[src/pcsc_pkg.sv]
// ----------------------------------------------------------------------------
// Pixel color space converter package
// Conversion mode codes, pipeline sizes and the divider request type.
// ----------------------------------------------------------------------------
package pcsc_pkg;

    typedef enum logic [2:0] {
        MODE_GRAY2RGB = 3'd0,
        MODE_RGB2GRAY = 3'd1,
        MODE_YUV2RGB  = 3'd2,
        MODE_RGB2YUV  = 3'd3,
        MODE_RGB2HSL  = 3'd4,
        MODE_HSL2RGB  = 3'd5,
        MODE_RGB2HSV  = 3'd6,
        MODE_HSV2RGB  = 3'd7
    } t_mode;

    localparam int NUM_W        = 25;
    localparam int DEN_W        = 14;
    localparam int REM_W        = 22;
    localparam int QUO_W        = 8;
    localparam int DIV_STAGES   = QUO_W + 1;
    localparam int FRONT_STAGES = 4;
    localparam int NUM_STAGES   = FRONT_STAGES + DIV_STAGES;

    typedef struct packed {
        logic                    byp;
        logic [QUO_W-1:0]        bval;
        logic signed [NUM_W-1:0] num;
        logic [DEN_W-1:0]        den;
    } t_div_req;

endpackage

[src/pcsc_div_lane.sv]
// ----------------------------------------------------------------------------
// Pipelined clamping divider lane
// Range check, then one restoring quotient bit per stage; result 0..255.
// ----------------------------------------------------------------------------
module pcsc_div_lane (
    input  logic                                i_clk,
    input  logic [pcsc_pkg::DIV_STAGES-1:0]     i_en,
    input  pcsc_pkg::t_div_req                  i_req,
    output logic [pcsc_pkg::QUO_W-1:0]          o_quo
);

    localparam int NST = pcsc_pkg::DIV_STAGES;
    localparam int RW  = pcsc_pkg::REM_W;
    localparam int QW  = pcsc_pkg::QUO_W;
    localparam int DW  = pcsc_pkg::DEN_W;
    localparam int NW  = pcsc_pkg::NUM_W;

    logic [RW-1:0] r_rem [NST];
    logic [DW-1:0] r_den [NST];
    logic [QW-1:0] r_quo [NST];
    logic          r_fix [NST];

    logic [RW-1:0] n_rem;
    logic [QW-1:0] n_quo;
    logic          n_fix;
    logic [NW-2:0] w_lim;

    always_comb begin
        w_lim = (NW-1)'(i_req.den) << QW;
        n_rem = i_req.num[RW-1:0];
        n_quo = '0;
        n_fix = 1'b1;
        if (i_req.byp) begin
            n_quo = i_req.bval;
        end else if (i_req.num[NW-1] || i_req.num == '0 || i_req.den == '0) begin
            n_quo = '0;
        end else if (i_req.num[NW-2:0] >= w_lim) begin
            n_quo = '1;
        end else begin
            n_fix = 1'b0;
        end
    end

    always_ff @(posedge i_clk) begin
        if (i_en[0]) begin
            r_rem[0] <= n_rem;
            r_den[0] <= i_req.den;
            r_quo[0] <= n_quo;
            r_fix[0] <= n_fix;
        end
    end

    genvar s;
    generate
        for (s = 1; s < NST; s++) begin : g_step
            localparam int QB = NST - 1 - s;
            logic [RW-1:0] w_ds;
            logic          w_take;
            assign w_ds   = RW'(r_den[s-1]) << QB;
            assign w_take = !r_fix[s-1] && (r_rem[s-1] >= w_ds);
            always_ff @(posedge i_clk) begin
                if (i_en[s]) begin
                    r_rem[s] <= w_take ? (r_rem[s-1] - w_ds) : r_rem[s-1];
                    r_den[s] <= r_den[s-1];
                    r_fix[s] <= r_fix[s-1];
                    r_quo[s] <= r_quo[s-1] | (w_take ? (QW'(1) << QB) : '0);
                end
            end
        end
    endgenerate

    assign o_quo = r_quo[NST-1];

endmodule

[config.mk]
export PLATFORM = sky130hd
export DESIGN_NAME = pcsc_div_lane
export DESIGN_NICKNAME = d
export VERILOG_FILES = /design/src/pcsc_pkg.sv /design/src/pcsc_div_lane.sv
export SDC_FILE = /design/constraint.sdc
export NUM_CORES = 1
export LEC_CHECK = 0
export BUFFER_PORTS_ARGS = -buffer_cell sky130_fd_sc_hd__buf_2
export CAP_MARGIN = 20
export CORE_ASPECT_RATIO = 1.1
export CORE_MARGIN = 10
export CORE_UTILIZATION = 44
export DETAILED_ROUTE_END_ITERATION = 7
export PLACE_DENSITY = 0.6
export SYNTH_ARGS = -nofsm -noshare
export SYNTH_HDL_FRONTEND = slang
export SYNTH_SLANG_ARGS = --single-unit
[constraint.sdc]
create_clock -name i_clk -period 3.3 [get_ports i_clk]
set_input_delay 0.165 -clock i_clk [delete_from_list [all_inputs] [get_ports i_clk]]
set_output_delay 0.165 -clock i_clk [all_outputs]
set_load 0.02 [all_outputs]
**Word level (Yosys, flattened, before mapping)**

Memory sizes are Yosys's and may differ from the RTL's.
Index checks and enable logic that the tools add are counted.

- Add/sub/neg operators: 8
- Magnitude comparators: 9
- Muxes and demuxes: 40
- Bitwise gates (word level): 8
- Reduce and logical (&&, ||, !) cells: 20

Operators by type and width:

| cell | count |
|---|---|
| 2-to-1 mux 22 bit | 8 |
| 2-to-1 mux 8 bit | 4 |
| zero test 25 bit | 1 |
| >= comparator 24 x 22 -> 1 bit | 1 |
| >= comparator 22 x 14 -> 1 bit | 1 |
| >= comparator 22 x 15 -> 1 bit | 1 |
| >= comparator 22 x 16 -> 1 bit | 1 |
| >= comparator 22 x 17 -> 1 bit | 1 |
| >= comparator 22 x 18 -> 1 bit | 1 |
| >= comparator 22 x 19 -> 1 bit | 1 |
| >= comparator 22 x 20 -> 1 bit | 1 |
| >= comparator 22 x 21 -> 1 bit | 1 |
| 2-to-1 mux 1 bit | 22 |
| subtractor 22 x 14 -> 22 bit | 1 |
| subtractor 22 x 15 -> 22 bit | 1 |
| subtractor 22 x 16 -> 22 bit | 1 |
| subtractor 22 x 17 -> 22 bit | 1 |
| subtractor 22 x 18 -> 22 bit | 1 |
| subtractor 22 x 19 -> 22 bit | 1 |
| subtractor 22 x 20 -> 22 bit | 1 |
| subtractor 22 x 21 -> 22 bit | 1 |
| zero test 14 bit | 1 |
| logical AND 1 bit | 8 |
| zero test 1 bit | 8 |
| other kinds (15) | 16 |

- Flip-flop bits (word level): 0
- Memory bits (writable): 405
- Logic and storage cells: 89
- Memories: 4

Memory list:

| name | words | bits a word | rd ports | clocked after memory_dff | write ports | RTL line | source |
|---|---|---|---|---|---|---|---|
| r_rem | 9 | 22 | 8 | 0 | 9 | pcsc_div_lane.sv:18 | `logic [RW-1:0] r_rem [NST];` |
| r_den | 9 | 14 | 8 | 0 | 9 | pcsc_div_lane.sv:19 | `logic [DW-1:0] r_den [NST];` |
| r_quo | 9 | 8 | 9 | 0 | 9 | pcsc_div_lane.sv:20 | `logic [QW-1:0] r_quo [NST];` |
| r_fix | 9 | 1 | 8 | 0 | 9 | pcsc_div_lane.sv:21 | `logic r_fix [NST];` |

**Depth between registers and ports, before layout**

- Word-level depth: 5
- Gate-level depth with buffers: 14

**Worst setup path before layout**

Ideal clock, no wire load.

- Path type: register to register
- Start: memory r_rem[0][112] in the netlist's numbering
- End: memory r_rem[0][135] in the netlist's numbering, data pin
- Arrival: 2.629 ns
- Slack: 0.411 ns
- Stages on the path, launching flop included: 13
- Buffers on the path: 1
- Clock period less this slack: 2.889 ns
- Path through: edfxtp_1 > inv_1 > ha_1 > inv_1 > fa_1 > a211oi_1 > o211ai_1 > a41oi_1 > a31oi_1 > nand2b_1 > nand2b_1 > buf_2 > mux2_2

RTL lines:

| element | RTL line |
|---|---|
| from (decl) | pcsc_div_lane.sv:18 |

==> impl_results.md <==
- Routed vias/inst: 5.17
- Synth Flop Type: edfxtp_1
- Die height: 236 um
- Vias after detailed routing: approximately 12000
- Buffers on Ports: 65
- Antenna Nets Post-Route: 0
- First-pass GRT wire length: 59.6 mm
- Worst-Margin Slew: between 0.9 and 1 ns
- Synth Area in Simple Gates: 9.70%
- Syn_nets: ~1700
- DP HPWL: roughly 27 mm
- RSZ-0062 raised after global routing: no
- # clock sinks: 368
- Hold Path Depth: 2
- HP Class: input port to flip-flop
- Worst relative slew slack: 33.6%
- Final Setup Violations: 0
- Critical path required time: 3.61 ns
- Antenna diodes: 0
- Die span in x: 216 um
- Pwr/cell area: 608 mW/mm^2
- CTS H-tree lvls: 2
- Register area share after synthesis: 59.2%
- Cell variety after synth: 68
- Syn Std Cell Area: 0.0187 sq mm
- Status: completed
- Fin area: 0.0215 sq mm
- Drt drc: 0
- Worst R2R Path Depth: 10
- Number of synthesized flops with an enable pin: 368
- Layout cell share with drive strength beyond 1: 10.3%
- I/O pins: 66
- CP Capture Type: flip-flop
- Die area: 0.0511 sq mm
- Placed standard-cell area: 0.0197 sq mm
- Final hold slack: 0.0622 ns
- Post-Synth XOR/XNOR Area: 4.46%
- Largest net degree at the start of global routing: 46
- R2R Setup Slk: 0.11 ns
- Slew Limit Fails: 0
- Core Box Area: between 0.04 and 0.05 sq mm
- Mux cell area share after synthesis: 1.61%
- # nets final: about 1900
- Routability cong.: 0.924
- Routed WL: 35.8 mm
- Commonest non-fill, non-tap cell in the layout: edfxtp_1
- Clk Latency, worst-skew pair: 0.56 ns
- Leak: 0.00858 uW
- FP Rows: 79
- Area grow syn2layout: 15.2%
- Register bit count reported by yosys: 368
- Max-Cap Viols: 0
- Routed len/inst: between 15 and 20 um
- Maximum vdd ir drop: 408 uV
- DR pass1 iterations: 5
- Post-Synth Adder-Cell Area: 9.19%
- Clock tree buffer depth: 3
- Largest family of logic cells by synthesized area: compound AO/OA/AOI/OAI gates
- Root buf cell: clkbuf_16
- CP startpoint kind: flip-flop
- Clk_skew: 0.0140 ns
- Post-synthesis compound-gate area fraction: 12.0%
- Non-Filler Instances: 2258
- Vias in the first global route: 12400
- Fin crit period: 3.19 ns
- Antenna violations before repair: 0
- Async set or reset register ratio after synthesis: 0%
- CTS tree: yes
- Tcrit/Tclk final: about 97%
- Initial DRC Count: 384
- Kind of critical path: flip-flop to flip-flop
- Total track usage: 14.2%
- Post-Synthesis Cells: 1523
- Grt total ovfl: 0
- F_max: 314 MHz
- Most frequent cells in the layout: edfxtp_1 (368), inv_1 (148), ha_1 (126)
- Yosys warns: 0
- Starting Density: 44.3%
- Placed cell count: 2143
- Worst path arrival time: 3.50 ns
- Post-synthesis area per instance: approximately 12 sq um
- Setup Buffers After CTS: 0
- Hold Fails Final Rpt: 0
- Total CTS buffers: 41
- Worst-path clk slew: 0.06 ns
- Worst Path Max Fanout: 8
-- Yosys cell counts, types with 4 or more instances --
| master | count | share of area, % |
|---|---|---|
| and3_1 | 9 | 0.30 |
| a2111oi_0 | 5 | 0.23 |
| a211oi_1 | 6 | 0.24 |
| xnor2_1 | 44 | 2.1 |
| a21o_1 | 51 | 2.1 |
| or4_1 | 5 | 0.20 |
| nand3_1 | 24 | 0.64 |
| o21ai_1 | 15 | 0.40 |
| a221oi_1 | 4 | 0.19 |
| ha_1 | 126 | 8.4 |
| mux2_1 | 12 | 0.72 |
| nor2_1 | 64 | 1.3 |
| a41oi_1 | 4 | 0.19 |
| nand4_1 | 12 | 0.40 |
| nand2b_1 | 28 | 0.94 |
| nand4b_1 | 5 | 0.23 |
| o31a_1 | 5 | 0.23 |
| mux2_2 | 13 | 0.78 |
| a311oi_1 | 4 | 0.19 |
| or3_1 | 7 | 0.23 |
| buf_2 | 8 | 0.21 |
| inv_1 | 148 | 3.0 |
| xor2_1 | 51 | 2.4 |
| nor4b_1 | 6 | 0.28 |
| o31ai_1 | 9 | 0.36 |
| nand2_1 | 114 | 2.3 |
| buf_4 | 9 | 0.36 |
| fa_1 | 7 | 0.75 |
| o21ai_0 | 105 | 2.8 |
| nor3_1 | 26 | 0.70 |
| edfxtp_1 | 368 | 59 |
| a21oi_1 | 86 | 2.3 |
| nor3b_1 | 5 | 0.20 |
| nor4_1 | 24 | 0.80 |
| a31oi_1 | 13 | 0.44 |
| o21a_1 | 21 | 0.84 |
| clkbuf_1 | 15 | 0.30 |
| nor2b_1 | 16 | 0.54 |
-- layer usage --
layer	up-vias	routed length [um]	GRT usage, %
li1	5920	-	-
met1	5402	13500	13.8
met2	226	19000	26.8
met3	116	1160	2.53
met4	0	2170	9.41
met5	-	0	0
-- cell families (layout without fill, tap and decap cells) --
kind of cell,count (synthesis),in the layout
AND/OR/NAND/NOR,360,360
adder cells (fa/ha/maj),133,133
buffers and inverters,182,350
multiplexers,27,27
flip-flops,368,368
AO/OA/AOI/OAI,358,358
XOR/XNOR,95,95
-- where the power goes --
group	switching [uW]	internal [uW]	total [uW]
Sequential	270	5780	6050
Combinational	1530	1190	2720
Clock	1760	2540	4300
-- sequential cells by signal (all words and copies together), names as in the netlist --
register / cells
r_fix: 8
r_den: 112
r_quo: 72
r_rem: 176
-- cell type report --
| cell class | count | area, sq um |
|---|---|---|
| Inverter | 149 | 559 |
| Fill cell | 3681 | 20600 |
| Multi-Input combinational cell | 973 | 6930 |
| Clock buffer | 50 | 1100 |
| Tap cell | 567 | 709 |
| Clock inverter | 19 | 171 |
| Timing Repair Buffer | 132 | 981 |
| Sequential cell | 368 | 11100 |
-- metrics by stage --
| step | setup TNS [ns] | worst slack [ns] | power [uW] | util [%] |
|---|---|---|---|---|
| after detailed placement | -0.123 | -0.118 | 8800 | 46.9 |
| final | 0 | 0.112 | 13100 | 51.1 |
| after CTS | 0 | 0.0317 | 13200 | 51.0 |
| after floorplan | 0 | 0.411 | 8020 | - |
| after global placement | -0.125 | -0.125 | 8750 | 46.9 |
| after global routing | 0 | 0.00890 | 13800 | 51.1 |
-- path summary, 6_finish.rpt --
check | start | end
worst max-delay path | r_den[0][67]$_DFFE_PP_ | r_rem[0][131]$_DFFE_PP_
worst min-delay path | i_req[47] | r_quo[0][5]$_DFFE_PP_
worst max register to register | r_den[0][67]$_DFFE_PP_ | r_rem[0][131]$_DFFE_PP_
worst min register to register | r_quo[0][39]$_DFFE_PP_ | r_quo[0][47]$_DFFE_PP_
-- worst max-delay path, cell delays in order, from the launching register on --
cell and delay (ns):
edfxtp_1 0.37, inv_1 0.07, ha_1 0.41, nand4_1 0.18
or3_4 0.43, nor4_4 0.28, a211oi_1 0.16, o311ai_1 0.15
nand2b_2 0.23, or4_1 0.53, xnor2_1 0.14
-- repair_timing --
item,4_1_cts,5_1_grt
setup endpoints to repair,4,8
hold buffers,46,0
resized for setup,2,4
pin swaps,0,1
endpoints found under the hold margin,53,0
No activity file was read; power rests on OpenSTA's default activity.
